`src/hw/rtl/itts_pkg.sv`:
```
// Shared types, character class codes and the operator name table of the token scanner.
package itts_pkg;

    typedef struct packed {
        logic [20:0] code_point;
        logic        scan_start;
        logic        times_allowed;
        logic        end_of_input;
    } chr_item_t;

    typedef struct packed {
        logic        token_found;
        logic [15:0] token_length;
    } tok_item_t;

    typedef logic [2:0] cls_t;

    localparam cls_t CLS_NONE   = 3'd0;
    localparam cls_t CLS_WS     = 3'd1;
    localparam cls_t CLS_NL     = 3'd2;
    localparam cls_t CLS_LETTER = 3'd3;
    localparam cls_t CLS_DIGIT  = 3'd4;
    localparam cls_t CLS_BSLASH = 3'd5;
    localparam cls_t CLS_LBRACK = 3'd6;
    localparam cls_t CLS_RBRACK = 3'd7;

    typedef struct packed {
        cls_t       cls;
        logic [7:0] ch;
        logic       scan_start;
        logic       times_allowed;
    } scan_entry_t;

    localparam int QUEUE_DEPTH = 2;

    localparam int KNOWN_NAMES = 37;

    // Names are held right-aligned in 16 bytes, first letter in the highest used byte.
    localparam logic [127:0] OP_NAMES [KNOWN_NAMES] = '{
        "Plus", "Minus", "PlusMinus", "MinusPlus", "Square", "Del",
        "DifferentialD", "Not", "Sqrt", "Cross", "SmallCircle", "Backslash",
        "Diamond", "Wedge", "Vee", "CircleTimes", "CircleDot", "Star",
        "VerticalTilde", "Coproduct", "Cap", "Cup", "CirclePlus", "CircleMinus",
        "Rule", "RuleDelayed", "TwoWayRule", "Therefore", "RightTee",
        "DoubleRightTee", "SuchThat", "LeftTee", "DoubleLeftTee", "UpTee",
        "DownTee", "Because", "Application"
    };

    localparam logic [3:0] OP_LEN [KNOWN_NAMES] = '{
        4'd4,  4'd5,  4'd9,  4'd9,  4'd6,  4'd3,
        4'd13, 4'd3,  4'd4,  4'd5,  4'd11, 4'd9,
        4'd7,  4'd5,  4'd3,  4'd11, 4'd9,  4'd4,
        4'd13, 4'd9,  4'd3,  4'd3,  4'd10, 4'd11,
        4'd4,  4'd11, 4'd10, 4'd9,  4'd8,
        4'd14, 4'd8,  4'd7,  4'd13, 4'd5,
        4'd7,  4'd7,  4'd11
    };

    // Letter at position pos of name idx, or zero past the end of the name.
    function automatic logic [7:0] op_char(input logic [5:0] idx, input logic [4:0] pos);
        logic [127:0] word;
        logic [3:0]   off;
        begin
            if (pos >= 5'(OP_LEN[idx])) begin
                return 8'd0;
            end
            off  = 4'(5'(OP_LEN[idx]) - 5'd1 - pos);
            word = OP_NAMES[idx] >> {off, 3'b000};
            return word[7:0];
        end
    endfunction

endpackage

```
`src/hw/rtl/implicit_times_token_scanner_top.sv`:
```
// Top level of the implicit multiplication token scanner.
// The scanner takes one character per clock cycle, sustained, while the result side keeps taking
// results. A result held by a stalled receiver halts the back end, so the queue fills and the
// input stalls until that result is taken. A classified character enters a two-entry queue when
// it is accepted and is processed by the scan state machine once it heads the queue and the
// result register is free; the character that decides a result also loads the result register.
// The rate is set by the back end, which updates the scan state and the operator name match
// mask for each character that it takes.
// The block needs no start-up sweep and accepts characters from the first cycle after reset.
module implicit_times_token_scanner_top
    import itts_pkg::*;
#(
    parameter int NAME_LIMIT    = 29,
    parameter int TABLE_ENTRIES = 37,
    parameter int LENGTH_BITS   = 16
)
(
    input  logic      clk,
    input  logic      rst_n,
    input  logic      chr_valid,
    output logic      chr_stall,
    input  chr_item_t chr_item,
    output logic      tok_valid,
    input  logic      tok_stall,
    output tok_item_t tok_item
);

    logic        push;
    scan_entry_t push_entry;
    logic        queue_full;
    logic        head_valid;
    scan_entry_t head;
    logic        pop;

    itts_front u_front (
        .chr_valid  (chr_valid),
        .chr_stall  (chr_stall),
        .chr_item   (chr_item),
        .queue_full (queue_full),
        .push       (push),
        .push_entry (push_entry)
    );

    itts_queue u_queue (
        .clk        (clk),
        .rst_n      (rst_n),
        .push       (push),
        .push_entry (push_entry),
        .queue_full (queue_full),
        .head_valid (head_valid),
        .head       (head),
        .pop        (pop)
    );

    itts_back #(
        .NAME_LIMIT    (NAME_LIMIT),
        .TABLE_ENTRIES (TABLE_ENTRIES),
        .LENGTH_BITS   (LENGTH_BITS)
    ) u_back (
        .clk        (clk),
        .rst_n      (rst_n),
        .head_valid (head_valid),
        .head       (head),
        .pop        (pop),
        .tok_valid  (tok_valid),
        .tok_stall  (tok_stall),
        .tok_item   (tok_item)
    );

endmodule

```
`src/hw/rtl/itts_front.sv`:
```
// Front end: accepts characters and sorts each into a character class for the scanner.
module itts_front
    import itts_pkg::*;
(
    input  logic        chr_valid,
    output logic        chr_stall,
    input  chr_item_t   chr_item,
    input  logic        queue_full,
    output logic        push,
    output scan_entry_t push_entry
);

    function automatic cls_t classify(input logic [20:0] cp, input logic eof);
        cls_t c;
        begin
            case (cp) inside
                21'h000020, 21'h000009, 21'h0000A0, 21'h001680, 21'h00180E,
                [21'h002000:21'h00200B], 21'h00202F, 21'h00205F, 21'h003000,
                21'h00FEFF:
                    c = CLS_WS;
                21'h00000A, 21'h00000B, 21'h00000C, 21'h00000D,
                21'h002028, 21'h002029:
                    c = CLS_NL;
                [21'h000041:21'h00005A], [21'h000061:21'h00007A]:
                    c = CLS_LETTER;
                [21'h000030:21'h000039]:
                    c = CLS_DIGIT;
                21'h00005C:
                    c = CLS_BSLASH;
                21'h00005B:
                    c = CLS_LBRACK;
                21'h00005D:
                    c = CLS_RBRACK;
                default:
                    c = CLS_NONE;
            endcase
            // The end of input behaves as a character that belongs to no class.
            if (eof) begin
                c = CLS_NONE;
            end
            return c;
        end
    endfunction

    assign chr_stall = queue_full;
    assign push      = chr_valid && !queue_full;

    always_comb
    begin
        push_entry.cls           = classify(chr_item.code_point, chr_item.end_of_input);
        push_entry.ch            = chr_item.code_point[7:0];
        push_entry.scan_start    = chr_item.scan_start;
        push_entry.times_allowed = chr_item.times_allowed;
    end

endmodule

```
`src/hw/rtl/itts_queue.sv`:
```
// Short queue of classified characters between the front end and the scanner.
module itts_queue
    import itts_pkg::*;
(
    input  logic        clk,
    input  logic        rst_n,
    input  logic        push,
    input  scan_entry_t push_entry,
    output logic        queue_full,
    output logic        head_valid,
    output scan_entry_t head,
    input  logic        pop
);

    localparam int PTR_W = (QUEUE_DEPTH > 1) ? $clog2(QUEUE_DEPTH) : 1;
    localparam int CNT_W = $clog2(QUEUE_DEPTH + 1);

    scan_entry_t        entries_reg [QUEUE_DEPTH];
    logic [PTR_W-1:0]   wr_ptr_reg, wr_ptr_next;
    logic [PTR_W-1:0]   rd_ptr_reg, rd_ptr_next;
    logic [CNT_W-1:0]   count_reg, count_next;

    assign queue_full = (count_reg == CNT_W'(QUEUE_DEPTH));
    assign head_valid = (count_reg != '0);
    assign head       = entries_reg[rd_ptr_reg];

    always_comb
    begin
        wr_ptr_next = wr_ptr_reg;
        rd_ptr_next = rd_ptr_reg;
        count_next  = count_reg;
        if (push) begin
            wr_ptr_next = (wr_ptr_reg == PTR_W'(QUEUE_DEPTH - 1)) ? '0
                                                                  : wr_ptr_reg + PTR_W'(1);
        end
        if (pop) begin
            rd_ptr_next = (rd_ptr_reg == PTR_W'(QUEUE_DEPTH - 1)) ? '0
                                                                  : rd_ptr_reg + PTR_W'(1);
        end
        if (push && !pop) begin
            count_next = count_reg + CNT_W'(1);
        end else if (pop && !push) begin
            count_next = count_reg - CNT_W'(1);
        end
    end

    always_ff @(posedge clk or negedge rst_n)
    begin
        if (!rst_n) begin
            wr_ptr_reg <= '0;
            rd_ptr_reg <= '0;
            count_reg  <= '0;
        end else begin
            wr_ptr_reg <= wr_ptr_next;
            rd_ptr_reg <= rd_ptr_next;
            count_reg  <= count_next;
        end
    end

    always_ff @(posedge clk)
    begin
        if (push) begin
            entries_reg[wr_ptr_reg] <= push_entry;
        end
    end

endmodule

```
`src/hw/rtl/itts_back.sv`:
```
// Back end: the scan state machine, the operator name match mask and the result register.
module itts_back
    import itts_pkg::*;
#(
    parameter int NAME_LIMIT    = 29,
    parameter int TABLE_ENTRIES = 37,
    parameter int LENGTH_BITS   = 16
)
(
    input  logic        clk,
    input  logic        rst_n,
    input  logic        head_valid,
    input  scan_entry_t head,
    output logic        pop,
    output logic        tok_valid,
    input  logic        tok_stall,
    output tok_item_t   tok_item
);

    localparam logic [2:0] PH_DONE = 3'd0;
    localparam logic [2:0] PH_LEAD = 3'd1;
    localparam logic [2:0] PH_BSWS = 3'd3;
    localparam logic [2:0] PH_CONT = 3'd4;
    localparam logic [2:0] PH_NAME = 3'd5;

    localparam int NLEN_W       = $clog2(NAME_LIMIT + 1);
    localparam int ACCEPT_FIRST = 4;
    localparam int ACCEPT_LAST  = 8;

    logic [2:0]             phase_reg, phase_next;
    logic                   saw_ws_reg, saw_ws_next;
    logic                   allowed_reg, allowed_next;
    logic [LENGTH_BITS-1:0] count_reg, count_next;
    logic [LENGTH_BITS-1:0] end_mark_reg, end_mark_next;
    logic [KNOWN_NAMES-1:0] mask_reg, mask_next;
    logic [NLEN_W-1:0]      nlen_reg, nlen_next;
    logic                   tok_valid_reg, tok_valid_next;
    tok_item_t              tok_item_reg;

    logic [2:0]             eff_phase;
    logic                   eff_saw_ws;
    logic                   eff_allowed;
    logic [LENGTH_BITS-1:0] eff_count;
    logic [LENGTH_BITS-1:0] eff_end_mark;
    logic [KNOWN_NAMES-1:0] eff_mask;
    logic [NLEN_W-1:0]      eff_nlen;
    logic [LENGTH_BITS-1:0] count_inc;
    logic [KNOWN_NAMES-1:0] letter_keep;
    logic [KNOWN_NAMES-1:0] full_match;
    logic [KNOWN_NAMES-1:0] reject_sel;
    logic                   word_ok;
    logic                   emit;
    logic                   found;

    assign pop       = head_valid && (!tok_valid_reg || !tok_stall);
    assign tok_valid = tok_valid_reg;
    assign tok_item  = tok_item_reg;

    // A start mark abandons whatever attempt is running and begins afresh.
    always_comb
    begin
        if (head.scan_start) begin
            eff_phase    = PH_LEAD;
            eff_saw_ws   = 1'b0;
            eff_allowed  = head.times_allowed;
            eff_count    = '0;
            eff_end_mark = '0;
            eff_mask     = '1;
            eff_nlen     = '0;
        end else begin
            eff_phase    = phase_reg;
            eff_saw_ws   = saw_ws_reg;
            eff_allowed  = allowed_reg;
            eff_count    = count_reg;
            eff_end_mark = end_mark_reg;
            eff_mask     = mask_reg;
            eff_nlen     = nlen_reg;
        end
    end

    assign count_inc = (eff_count == '1) ? eff_count : eff_count + LENGTH_BITS'(1);

    always_comb
    begin
        for (int i = 0; i < KNOWN_NAMES; i++) begin
            letter_keep[i] = (op_char(6'(i), 5'(eff_nlen)) == head.ch);
            full_match[i]  = eff_mask[i] && (5'(eff_nlen) == 5'(OP_LEN[i]));
            reject_sel[i]  = (i < TABLE_ENTRIES) && !(i >= ACCEPT_FIRST && i <= ACCEPT_LAST);
        end
    end

    // Names are distinct, so at most one entry can match in full.
    assign word_ok = !(|(full_match & reject_sel));

    always_comb
    begin
        phase_next    = eff_phase;
        saw_ws_next   = eff_saw_ws;
        allowed_next  = eff_allowed;
        count_next    = eff_count;
        end_mark_next = eff_end_mark;
        mask_next     = eff_mask;
        nlen_next     = eff_nlen;
        emit          = 1'b0;
        found         = 1'b0;
        unique case (eff_phase)
            PH_LEAD:
            begin
                if (head.cls == CLS_WS) begin
                    saw_ws_next = 1'b1;
                    count_next  = count_inc;
                end else begin
                    end_mark_next = eff_count;
                    if (!(eff_allowed && eff_saw_ws)) begin
                        emit = 1'b1;
                    end else if (head.cls == CLS_LETTER || head.cls == CLS_DIGIT) begin
                        emit  = 1'b1;
                        found = 1'b1;
                    end else if (head.cls == CLS_BSLASH) begin
                        count_next = count_inc;
                        phase_next = PH_BSWS;
                    end else begin
                        emit = 1'b1;
                    end
                end
            end
            PH_BSWS:
            begin
                if (head.cls == CLS_WS) begin
                    count_next = count_inc;
                end else if (head.cls == CLS_NL) begin
                    count_next = count_inc;
                    phase_next = PH_CONT;
                end else if (head.cls == CLS_LBRACK) begin
                    count_next = count_inc;
                    mask_next  = '1;
                    nlen_next  = '0;
                    phase_next = PH_NAME;
                end else begin
                    emit = 1'b1;
                end
            end
            PH_CONT:
            begin
                if (head.cls == CLS_WS) begin
                    count_next = count_inc;
                end else begin
                    // The continuation is absorbed: the token end moves past it.
                    end_mark_next = eff_count;
                    if (head.cls == CLS_LETTER || head.cls == CLS_DIGIT) begin
                        emit  = 1'b1;
                        found = 1'b1;
                    end else if (head.cls == CLS_BSLASH) begin
                        count_next = count_inc;
                        phase_next = PH_BSWS;
                    end else begin
                        emit = 1'b1;
                    end
                end
            end
            PH_NAME:
            begin
                if (head.cls == CLS_LETTER) begin
                    if (eff_nlen >= NLEN_W'(NAME_LIMIT)) begin
                        emit = 1'b1;
                    end else begin
                        mask_next  = eff_mask & letter_keep;
                        nlen_next  = eff_nlen + NLEN_W'(1);
                        count_next = count_inc;
                    end
                end else if (head.cls == CLS_RBRACK) begin
                    emit  = 1'b1;
                    found = word_ok;
                end else begin
                    emit = 1'b1;
                end
            end
            default:
            begin
                phase_next = PH_DONE;
            end
        endcase
        if (emit) begin
            phase_next = PH_DONE;
        end
    end

    always_comb
    begin
        if (pop && emit) begin
            tok_valid_next = 1'b1;
        end else if (tok_stall) begin
            tok_valid_next = tok_valid_reg;
        end else begin
            tok_valid_next = 1'b0;
        end
    end

    always_ff @(posedge clk or negedge rst_n)
    begin
        if (!rst_n) begin
            phase_reg     <= PH_DONE;
            saw_ws_reg    <= 1'b0;
            allowed_reg   <= 1'b0;
            count_reg     <= '0;
            end_mark_reg  <= '0;
            mask_reg      <= '1;
            nlen_reg      <= '0;
            tok_valid_reg <= 1'b0;
        end else begin
            if (pop) begin
                phase_reg    <= phase_next;
                saw_ws_reg   <= saw_ws_next;
                allowed_reg  <= allowed_next;
                count_reg    <= count_next;
                end_mark_reg <= end_mark_next;
                mask_reg     <= mask_next;
                nlen_reg     <= nlen_next;
            end
            tok_valid_reg <= tok_valid_next;
        end
    end

    always_ff @(posedge clk)
    begin
        if (pop && emit) begin
            tok_item_reg.token_found  <= found;
            tok_item_reg.token_length <= 16'(end_mark_next);
        end
    end

    // The token end never runs ahead of the characters consumed.
    assert property (@(posedge clk) disable iff (!rst_n)
        end_mark_reg <= count_reg)
    else $error("token end mark is beyond the consumed count");

    // A decision always closes the attempt.
    assert property (@(posedge clk) disable iff (!rst_n)
        (pop && emit) |=> (phase_reg == PH_DONE))
    else $error("scan attempt still active after a result");

    // A held result is never overwritten by a new transaction.
    assert property (@(posedge clk) disable iff (!rst_n)
        (tok_valid_reg && tok_stall) |-> !pop)
    else $error("character taken while a result is stalled");

    // A token is only reported where whitespace was skipped and the token was allowed.
    assert property (@(posedge clk) disable iff (!rst_n)
        (pop && emit && found) |-> (eff_allowed && eff_saw_ws))
    else $error("token reported without leading whitespace or permission");

endmodule
```
`config.mk`:
```
export PLATFORM = sky130hd
export DESIGN_NAME = implicit_times_token_scanner_top
export DESIGN_NICKNAME = d
export VERILOG_FILES = /design/src/hw/rtl/itts_pkg.sv /design/src/hw/rtl/implicit_times_token_scanner_top.sv /design/src/hw/rtl/itts_front.sv /design/src/hw/rtl/itts_queue.sv /design/src/hw/rtl/itts_back.sv
export SDC_FILE = /design/constraint.sdc
export NUM_CORES = 1
export LEC_CHECK = 0
export ABC_AREA = 1
export BUFFER_PORTS_ARGS = -buffer_cell sky130_fd_sc_hd__buf_2
export CAP_MARGIN = 20
export CORE_UTILIZATION = 40
export CTS_CLUSTER_SIZE = 25
export DETAILED_ROUTE_END_ITERATION = 10
export PLACE_DENSITY = 0.58
export SLEW_MARGIN = 5
export SYNTH_ARGS = -nofsm -noshare
export SYNTH_HDL_FRONTEND = slang
export SYNTH_SLANG_ARGS = --single-unit
```
`constraint.sdc`:
```
create_clock -name clk -period 9.04 [get_ports clk]
set_input_delay 2.712 -clock clk [delete_from_list [all_inputs] [get_ports clk]]
set_output_delay 2.712 -clock clk [all_outputs]
set_load 0.03 [all_outputs]
```
==> reports/summary.md, run 1 <==
The max-slew violation count is 0. By area the synthesized netlist is led by nand2_1, edfxtp_1, dfrtp_1. From bottom edge to top edge, the die measures 181 um. The finished layout holds 2523 standard cells, fillers aside. The path class of the lowest-slack min-delay path was reg -> reg.

The async set or reset register ratio after synthesis is 0.648, and the transition at the pin with the smallest max-transition slack is 916 ps. The synthesized flop and latch total is 122, and the post-cts resize count is 0. The count of buffers inserted at the top-level ports came out at 46.

Number of global-route vias before repair: 13400. The area fraction in compound gates after synthesis came out at 0.115. Once the clock tree was built, the setup fixing pass inserted 0 buffers. The number of cells on the worst reg-to-reg path is 18.

Across the routed clock network, the largest skew measured is 17.6 ps. In the final timing run, aggregate negative setup slack is 0 ps. The core region is 0.0315 mm^2. The run gives 0.259 as the post-synthesis sequential area ratio. The later pin in the worst-skew pair is clocked with a latency of 440 ps. 0 antenna diodes ended up in the layout. The arithmetic-cell share of the synthesized area counting full adders, half adders and majority gates works out to 0.0225. The initial antenna violation count is 0, and the simple-gate share of the synthesized area is 0.475. For the final hold violation count, the log shows 0. The routed via count was 14300. The via density per instance works out to 5.67.

Based on the critical path, the design can be clocked at up to 0.197 GHz. The tools report the number of rows in the core area as 65. For the total chip power, the log shows 0.00616 W. Dividing total power by cell area gives a power density of 446 mW/mm^2. For this run the aggregate overflow at the end of global routing stands at 0.

Clock tree synthesis selected as its root buffer the cell clkbuf_16. Synthesis produced 2117 cells. After synthesis, the largest family of logic cells by area is simple AND/OR/NAND/NOR gates.

The register with the most flip-flops in the layout has 32 of them. Most common cell after layout, fill and taps aside: nand2_1. Walking the worst path, the cells encountered are inv_8 > nand2_8 > nand3_4 > inv_2 > ha_1 > inv_1 > ha_1 > inv_1 > ha_1 > inv_1 > nand3_1 > nand4_1 > nand2_1 > nor2_1 > nand2_1 > o21ai_1 > nand2_1 > a21oi_1. The endpoint identified for the worst register-to-register timing path is u_back.mask_reg[23]$_DFFE_PN1P_.

The filler cell count was 3412; the fraction of final layout cells sized beyond drive strength 1 was 0.112. The number of buffers added to fix hold violations after cts was 0; the setup slack of the most critical reg-to-reg path was 3980 ps. The number of cells traversed by the worst hold path works out to 2. The worst setup path is launched from a flop.

After detailed routing, the number of remaining DRC violations is 0. 47 I/O pins were placed. The number of flops mapped to enable cells by yosys works out to 43. The clock-pin slew on the worst setup and hold paths was 70 ps; the wire length per cell after detailed routing was 18.7 um. The number of nets in the layout came out at 2159. The run gives 1301 as the first-iteration detailed-routing DRC count.

The number of optimization iterations in the first detailed-route pass came out at 6. The tools report the total wire length after detailed routing as 47300 um. The worst setup path is of the reg -> reg kind. The post-synthesis instance area was 0.0128 mm^2; the proportion of synthesized area in mux cells was 0.

Counting distinct cell types in the post-synthesis netlist gives 56. The final RePlAce weighted congestion is 0.977, and the xor and xnor fraction of the mapped netlist area is 0.0377. The tools report the synthesis warning total as 0. The longest clock path from root to sink contains 2 buffers.

Compared with the post-synthesis result, the final layout area differs by 8.09%. The slowest stage of the critical path is the dfrtp_1 cell. The H-tree generated during clock tree synthesis spans 4 levels.

The wire length of the first global-routing pass was 75400 um; the average cell area after synthesis was 6.04 um^2. The max-cap violation count came out at 0. The run gives 0 as the number of failing setup endpoints in the final timing report. The startpoint identified for the worst register-to-register timing path is u_queue.rd_ptr_reg$_DFFE_PN0P_. For the global-route total usage across every layer, the log shows 0.293. Across the VDD grid, the largest voltage drop is 0.300 mV.

Critical path endpoint category: a flop. The tightest slew margin relative to the limit is 0.389, and the initial cell density of the core is 0.406. STA puts the critical path data required time at 9390 ps.

In this run the static leakage power is 6.71 nW. The tools report the die outline area as 0.0327 mm^2. The tools report the worst min-delay path endpoint as u_back.mask_reg[34]$_DFFE_PN1P_. The proportion of netlist area held by the largest area contributor came out at 0.209. The synthesized design spends more area on one cell type than any other, namely nand2_1.

Clock tree synthesis inserted a total of 17 buffers. The floorplan step set the die width to 181 um. At the worst endpoint, the arrival time is 5420 ps. Entering global routing, the biggest net connects 60 pins. The post-placement cell count was 2489. Setup repair after global routing left no endpoint under its margin. In this run the remaining antenna-violating nets after routing total 0.

Along the worst path, the maximum fanout reaches 28. The top cell types in the final layout, fill and taps aside, are nand2_1, nor2_1, nand3_1. The startpoint identified for the worst hold timing path is u_back.mask_reg[34]$_DFFE_PN1P_. Final critical delay including setup and external delays: 5060 ps. Detailed placement ended at an HPWL of 33200 um. The flow ran to the end, and the final reports show no timing, DRC or antenna violations. The worst stage delay on the critical path was 920 ps; the synthesized netlist net count was 2168. For the count of clock tree sinks, the log shows 122.

The commonest register cell after synthesis is dfrtp_1. TritonCTS built the clock tree. The share of the clock period used by the worst path after layout works out to 0.560.
## critical path: cells and delay by family, from the launching register on
family	cells	cell delay, ps
adders and majority gates	3	1280
and+or+nand+nor	8	1160
buffers and inverters	5	1140
DFF	1	920
AOI/OAI and AO/OA	2	450
## per-stage QoR
step,area (um^2),util,hold WS (ps),worst slack (ps)
after floorplan,12800,-,448,4680
after global placement,13200,0.419,458,3760
after detailed placement,13200,0.419,468,3770
after CTS,13800,0.438,475,3760
after global routing,13800,0.439,496,3590
final,13800,0.439,471,3980
## layout make-up
| cell class | count | area, um^2 | area share |
|---|---|---|---|
| multi-input combinational | 1718 | 8330 | 0.603 |
| sequential | 122 | 3310 | 0.239 |
| inverter | 184 | 699 | 0.0506 |
| tap | 402 | 503 | 0.0364 |
| clock buffer | 20 | 478 | 0.0346 |
| timing repair buffer | 65 | 395 | 0.0286 |
| clock inverter | 12 | 103 | 0.00743 |
## layer usage
metal  wire length [um]  share of wire  GRT usage  vias up
li1                   -              -          -     6914
met5                  0              0          0        -
met3               3150          0.067     0.0316      107
met2              21700           0.46      0.479      597
met1              20500           0.43      0.390     6686
met4               1870          0.040      0.125        0
## synth_stat cells, types with 3 or more instances
cell type,instances
o21ai_1,11
dfrtp_1,47
o2111ai_1,3
buf_4,6
xor2_1,54
inv_1,165
nor2_1,253
nand2_1,711
a22oi_1,5
or2_2,26
nor4_1,8
buf_1,6
or2_1,4
o21ai_0,116
nor2_2,9
o211ai_1,7
a31oi_1,12
nand2_4,3
a21oi_1,78
nor3_1,32
nor2_4,7
edfxtp_1,43
nand3_2,5
o31ai_1,4
nand3_4,7
buf_6,7
nand3b_1,3
dfstp_2,32
inv_2,15
o21ai_2,6
nand2_2,18
ha_1,23
nand3_1,234
buf_2,35
clkbuf_1,39
nand4_1,45
o22ai_1,9
o21a_1,3
## how the worst max path moves through the flow
stage	startpoint	end	slack (ps)	cells after the start
global placement	u_queue.rd_ptr_reg$_DFFE_PN0P_	u_back.mask_reg[23]$_DFFE_PN1P_	3760	13
floorplan	tok_stall	u_back.tok_item[0]$_DFFE_PP_	4680	4
CTS	u_queue.rd_ptr_reg$_DFFE_PN0P_	u_back.mask_reg[23]$_DFFE_PN1P_	3760	13
detailed placement	u_queue.rd_ptr_reg$_DFFE_PN0P_	u_back.mask_reg[23]$_DFFE_PN1P_	3770	13
global route	u_queue.rd_ptr_reg$_DFFE_PN0P_	u_back.mask_reg[23]$_DFFE_PN1P_	3590	18
finish	u_queue.rd_ptr_reg$_DFFE_PN0P_	u_back.mask_reg[23]$_DFFE_PN1P_	3980	18
## cells by family (layout without fill, tap and decap cells)
kind of cell	count (synthesis)	in the layout
adders and majority gates	23	23
DFF	122	122
buffers and inverters	277	281
AOI/OAI and AO/OA	265	265
xor gates and xnor gates	55	55
and+or+nand+nor	1375	1375
## where the power goes
group,switching (W),internal (W)
logic,0.00331,0.00131
clock network,0.000278,0.000388
registers,0.000105,0.000760
total,0.00370,0.00246
Power figures use the tool's default switching activity.
==> run 2, diff against run 1 <==
Settings changed: PLACE_DENSITY 0.58 to 0.6.
Clock period 9.04 ns to 4.6 ns, I/O delays scaled along.
==> run 2 against run 1 <==
Sequential share of layout area down 0.27 points. Count of clock-buffer cells in the layout down 3. Via count rose by 0.76%. Largest cell class unchanged. Flip-flop and latch count did not move. Global-route usage increased by 0.33 points. Hold slack better by 1.3 ps. Maximum frequency increased by 37%.
==> reports/summary.md, run 2 (synthesized netlist as in run 1, its figures left out) <==
The min-delay analysis places its worst path in the category reg -> reg. The wire length per cell after detailed routing was 19.0 um (+1.2%). The logs give 0.444 (+0.00497) for the utilization of the core after routing and 0 (unchanged) for the setup fix buffers added after clock tree synthesis. The max-slew violation count is 0 (unchanged), and the die extent in x is 181 um (unchanged).

The via density per instance works out to 5.67 (about the same). For the final RePlAce weighted congestion, the log shows 0.997 (+2.0%). The wire length of the first global-routing pass was 75500 um (+0.16%). TritonCTS built the clock tree. The logs give 440 ps (about the same) for the clock latency on the worst-skew pair and 2180 (+0.97%) for the number of nets in the layout. The maximum fanout count along the critical path is 16 (-43%), and the global routing met3 resource utilization is 0.0395 (+0.00786). Leaving out fill and tap cells, the most frequent cells in the layout are nand2_1, nor2_1, nand3_1. Initial cell density of the core: 0.406 (unchanged). The worst clock skew is 10.6 ps (-7.06 ps).

The tools report the number of failing setup endpoints in the final timing report as 0 (unchanged). The critical path is of the reg -> reg type. Setup repair after global routing left no endpoint under its margin. Relative to the synthesized area, the layout overhead comes to 9.31%.

The required time at the worst-slack endpoint came out at 4960 ps (-4430 ps). The max-cap violation count came out at 0 (unchanged). The total number of H-tree levels was 4 (unchanged).

In this run the critical register-to-register path is launched from u_queue.rd_ptr_reg$_DFFE_PN0P_. The fraction of final layout cells sized beyond drive strength 1 is 0.121 (+0.00870). The flow ran to the end, and the final reports show no timing, DRC or antenna violations.

The DRC violation count after routing is 0 (unchanged). The critical path launch point is u_queue.rd_ptr_reg$_DFFE_PN0P_. The routed via count was 14400 (+0.76%); the standard cell core area was 0.0315 mm^2 (unchanged). The clock tree root buffer cell was clkbuf_16. Number of rows in the core area: 65 (unchanged). The setup slack of the most critical reg-to-reg path is 890 ps (-3080 ps). The most critical setup path has its endpoint at u_back.mask_reg[10]$_DFFE_PN1P_. Final hold slack: 472 ps (+1.27 ps). For the met1 layer usage reported by global route, the log shows 0.398 (+0.00703). The aggregate negative setup slack is 0 ps (unchanged), and the flip-flop count of the largest register, all copies and words added is 32 (unchanged). For the final antenna diode count, the log shows 0 (unchanged). The logs give 0.0123 W (+100%) for the total chip power and 0.575 mV (+92%) for the worst IR drop on VDD.

For the area used by multi-input combinational logic, the log shows 0.00833 mm^2 (unchanged). The vertical die dimension is 181 um (unchanged), and the clock-pin slew on the worst setup and hold paths is 70 ps (about the same). The post-cts resize count was 0 (unchanged). The number of buffers added to fix hold violations after cts was 0 (unchanged). The number of nets with antenna violations after detailed routing came out at 0 (unchanged).

The total congestion overflow after global routing is 0 (unchanged), and the worst reg2reg path depth is 21 (+3). The share of the clock period used by the worst path after layout was 0.806 (+0.245); the number of global-route vias before repair was 13300 (-0.060%). The tools report the filler cell count as 3341 (-2.1%). The post-detailed-placement half-perimeter wirelength is 34000 um (+2.4%). The worst hold path begins at u_back.mask_reg[29]$_DFFE_PN1P_. The total wire length after detailed routing is 48300 um (+2.0%).

The final hold violation count was 0 (unchanged); the transition at the pin with the smallest max-transition slack was 1030 ps (+118 ps). The count of buffers inserted at the top-level ports works out to 46 (unchanged). The met2 usage was 0.469 (-0.0103); the total power density per cell area was 883 mW/mm^2 (+98%). met2 is the most crowded layer. The run gives 122 (unchanged) as the count of clock tree sinks. The tools report the kind of launch point of the worst setup path as a flop.

Die outline area: 0.0327 mm^2 (unchanged). The run gives 0 (unchanged) as the initial antenna violation count. The I/O pin total was 47 (unchanged). The upper clock frequency limit came out at 0.270 GHz (+37%).

The number of optimization iterations in the first detailed-route pass is 6 (unchanged), and the maximum number of pins on one net before global-route repair is 70 (+17%). The worst setup path is captured at a flop. For the tightest slew margin relative to the limit, the log shows 0.310 (-0.0787). The final critical delay including setup and external delays works out to 3710 ps (-1360 ps). The run gives 969 ps (-2800 ps) as the pre-CTS setup slack. The worst register-to-register path ends at u_back.mask_reg[10]$_DFFE_PN1P_.

For the arrival time at the worst endpoint, the log shows 4070 ps (-1350 ps). Leakage power total: 6.82 nW (+1.6%). The logs give 1659 (+28%) for the first-iteration detailed-routing DRC count and 0.296 (+0.00334) for the global-route total usage across every layer. The area of all sequential standard cells was 0.00331 mm^2 (unchanged); the worst setup margin was 894 ps (-3080 ps). Number of buffers between clock root and the deepest sink: 2 (unchanged). Leaving out fill and tap cells, the most frequent cell in the layout is nand2_1. The total clock buffers created by CTS came out at 17 (unchanged).
## run 2: cell types whose count changed in the layout (fill, tap and decap cells not counted), sizes merged
| cell | previous run | this run |
|---|---|---|
| inv | 188 | 192 |
| clkbuf | 20 | 17 |
| buf | 65 | 86 |
| bufinv | 0 | 1 |
| clkinvlp | 3 | 1 |
## run 2: layout make-up
type / instances / area share
Multi-Input combinational cell: 1718 / 0.596
Clock inverter: 15 / 0.0110
Clock buffer: 17 / 0.0305
Sequential cell: 122 / 0.237
Tap cell: 402 / 0.0360
Inverter: 184 / 0.0501
Timing Repair Buffer: 86 / 0.0396
## run 2: worst min path at each step
stage | cells after the start | end
global placement | 2 | u_back.mask_reg[34]$_DFFE_PN1P_
CTS | 2 | u_back.mask_reg[29]$_DFFE_PN1P_
floorplan | 2 | u_back.mask_reg[34]$_DFFE_PN1P_
finish | 2 | u_back.mask_reg[29]$_DFFE_PN1P_
detailed placement | 2 | u_back.mask_reg[29]$_DFFE_PN1P_
global route | 2 | u_back.mask_reg[34]$_DFFE_PN1P_
## run 2: report_power, final
group	leakage, nW	switching (W)	total, W	internal [W]
Combinational	5.18	0.00666	0.00931	0.00265
Clock	0.287	0.000586	0.00135	0.000765
Sequential	1.35	0.000181	0.00168	0.00149
## run 2: worst max-delay path, stage by stage, from the launching register on
cell     delay [ps]
dfrtp_1         570
inv_8           110
nand2_8         150
nand2_4         130
nor2_1          170
ha_1            220
inv_1           100
ha_1            310
inv_1           420
ha_1            230
inv_1            50
nand3_1         260
nand2_1         140
inv_2           150
nand3_1          80
nand2_1          60
nand2_1          70
nor2_1          100
nand2_1          60
nand2_1          60
nand2_1          60
a21oi_1         120
## run 2: through the flow
stage                     cell area, um^2  cells
after floorplan                     12800   2117
after global placement              13300   2509
after detailed placement            13300   2509
after CTS                           13900   2541
after global routing                14000   2544
final                               14000   2544
## run 2: metal layers
metal  up-vias  routed length, um
met1      6700              21200
met2       645              21500
met5         -                  0
met3       124               3450
li1       6944                  -
met4         0               2150
==> run 3, diff against run 2 <==
Clock period 4.6 ns to 2.98 ns, I/O delays scaled along.
==> run 3 against run 2 <==
Final area grew 14%. Register-to-register slack worse by 770 ps. Combinational power grew 84%. Cell count is 7.7% higher. Highest routed layer unchanged.
==> reports/summary.md, run 3 (synthesized netlist as in run 1, its figures left out) <==
The run finished with clean final reports. The number of nets in the layout is 2375 (+8.9%), and the die extent in x is 181 um (unchanged). The setup slack of the most critical reg-to-reg path is 120 ps (-770 ps).

The total wire length after detailed routing is 50900 um (+5.5%). The total power density per cell area came out at 1360 mW/mm^2 (+54%). The die outline area is 0.0327 mm^2 (unchanged). The flip-flop count of the largest register, all copies and words added is 32 (unchanged), and the initial cell density of the core is 0.406 (unchanged). The number of buffers between clock root and the deepest sink was 2 (unchanged).

The synthesis-to-layout area growth came out at 24.6%. The worst clock skew came out at 12.6 ps (+1.99 ps). The worst setup path is of the reg -> reg kind. The transition at the pin with the smallest max-transition slack is 790 ps (-244 ps), and the clock-pin slew on the worst setup and hold paths is 70 ps (about the same). Leaving out fill and tap cells, the most frequent cells in the layout are nand2_1, nor2_1, nand3_1.

Total clock buffers created by CTS: 17 (unchanged). The tools report the launch instance of the worst register-to-register path as u_queue.rd_ptr_reg$_DFFE_PN0P_. The tools report the global-route total usage across every layer as 0.312 (+0.0164). In this run the most critical hold path is launched from u_back.mask_reg[34]$_DFFE_PN1P_. The maximum fanout count along the critical path came out at 11 (-5).

The run gives 2739 (+7.7%) as the count of non-filler cells in the finished layout. The run gives 0 (unchanged) as the final antenna diode count. The share of the clock period used by the worst path after layout came out at 0.959 (+0.153). The tools report the clock latency on the worst-skew pair as 450 ps (about the same). STA classifies the critical path startpoint as a flop. The maximum number of pins on one net before global-route repair is 42 (-40%). Setup repair after global routing could not meet its margin everywhere. The utilization of the core after routing was 0.506 (+0.0619). The wire length per cell after detailed routing is 18.6 um (-2.0%). The routed via count is 15100 (+5.0%). The tree is rooted in a clkbuf_16. For the number of rows in the core area, the log shows 65 (unchanged). TritonCTS built the clock tree. For the total congestion overflow after global routing, the log shows 0 (unchanged). Post-placement cell count: 2683 (+6.9%). Count of buffers inserted at the top-level ports: 46 (unchanged). The total number of H-tree levels was 4 (unchanged); the max-slew violation count was 0 (unchanged). The path class of the tightest hold or removal check is reg -> reg. The number of nets with antenna violations after detailed routing was 0 (unchanged); the final hold violation count was 0 (unchanged).

Leaving out fill and tap cells, the most frequent cell in the layout is nand2_1. The met1 layer usage reported by global route is 0.405 (+0.00733). The initial antenna violation count came out at 0 (unchanged).

The DRC violation count after routing is 0 (unchanged), and the post-detailed-placement half-perimeter wirelength is 37200 um (+9.4%). The logs give 0 (unchanged) for the number of failing setup endpoints in the final timing report and 0.0315 mm^2 (unchanged) for the standard cell core area. For the I/O pin total, the log shows 47 (unchanged). The number of optimization iterations in the first detailed-route pass is 6 (unchanged), and the via density per instance is 5.53 (-2.4%). STA classifies the critical path endpoint as a flop. The max-cap violation count was 0 (unchanged); the upper clock frequency limit was 0.350 GHz (+30%). Critical path launch point: u_queue.rd_ptr_reg$_DFFE_PN0P_.

For the tightest slew margin relative to the limit, the log shows 0.473 (+0.163). The tools report the aggregate negative setup slack as 0 ps (unchanged). For the worst IR drop on VDD, the log shows 0.673 mV (+17%).

The final critical delay including setup and external delays is 2860 ps (-848 ps). The logs give 0.0484 (+0.00887) for the global routing met3 resource utilization and 3240 ps (-830 ps) for the arrival time at the worst endpoint. The number of global-route vias before repair came out at 14200 (+6.8%).

The wire length of the first global-routing pass came out at 79600 um (+5.5%). The logs give 1.00 (+0.28%) for the final RePlAce weighted congestion and 0.0217 W (+76%) for the total chip power. The vertical die dimension is 181 um (unchanged), and the first-iteration detailed-routing DRC count is 1388 (-16%). Fraction of final layout cells sized beyond drive strength 1: 0.220 (+0.0986). The tools report the count of clock tree sinks as 122 (unchanged). The filler cell count was 3221 (-3.6%).

The logs give 7.82 nW (+15%) for the leakage power total and 3360 ps (-1600 ps) for the required time at the worst-slack endpoint. The met2 usage was 0.512 (+0.0429). Layer with the highest usage after global routing: met2. For the number of buffers added to fix hold violations after cts, the log shows 0 (unchanged).
-- run 3: final timing paths --
kind / endpoint / depth (start not counted)
min reg2reg: u_back.mask_reg[34]$_DFFE_PN1P_ / 2
min: u_back.mask_reg[34]$_DFFE_PN1P_ / 2
max reg2reg: u_back.mask_reg[18]$_DFFE_PN1P_ / 20
max: u_back.mask_reg[18]$_DFFE_PN1P_ / 20
min in group asynchronous: u_back.allowed_reg$_DFFE_PN0P_ / 1
max in group asynchronous: u_back.end_mark_reg[1]$_DFFE_PN0P_ / 2
-- run 3: per-stage QoR --
| stage | hold WS (ps) | worst slack (ps) | instance area, um^2 |
|---|---|---|---|
| final | 470 | 122 | 15900 |
| after global routing | 487 | -45.3 | 15900 |
| after CTS | 475 | 30.1 | 15400 |
| after detailed placement | 463 | -38.5 | 14800 |
| after global placement | 457 | -6.30 | 14800 |
| after floorplan | 448 | -5.72 | 12800 |
-- run 3: what timing repair did --
action,4_1_cts,5_1_grt
resized for setup,2,90
buffers inserted,0,20
endpoints found under the setup margin,21,65
pin swaps,0,23
hold endpoints to repair,0,0
gates cloned,0,4
-- run 3: report_power, final --
group / internal, W / total (W) / switching (W)
Combinational: 0.00608 / 0.0171 / 0.0110
Clock: 0.00113 / 0.00202 / 0.000891
Sequential: 0.00231 / 0.00256 / 0.000251
-- run 3: final cells by class --
cell class,instances,area (um^2),share of cell area
Multi-Input combinational cell,1720,8620,0.542
Sequential cell,122,3310,0.208
Timing Repair Buffer,278,2200,0.138
Inverter,184,718,0.0451
Tap cell,402,503,0.0316
Clock buffer,18,450,0.0283
Clock inverter,14,113,0.00707
Timing Repair inverter,1,7.51,0.000472
-- run 3: critical path: stages (launching register included) --
cell	delay [ps]
dfrtp_2	490
inv_8	100
nand2_8	70
buf_12	150
nand3_4	90
clkinvlp_4	200
ha_4	210
nand2_1	110
nand3_1	110
nand2_1	120
nand2_4	120
buf_4	180
nand2_1	80
nand3_1	80
nand2_1	70
nand2_1	80
nor2_1	110
nand2_1	60
o21bai_1	160
nand2_1	70
a21oi_1	120
-- run 3: routing by layer --
layer	share of wire	routed length (um)	up-vias
li1	-	-	7346
met2	0.45	23200	716
met1	0.42	21400	6942
met3	0.080	4090	136
met4	0.045	2290	0
met5	0	0	-
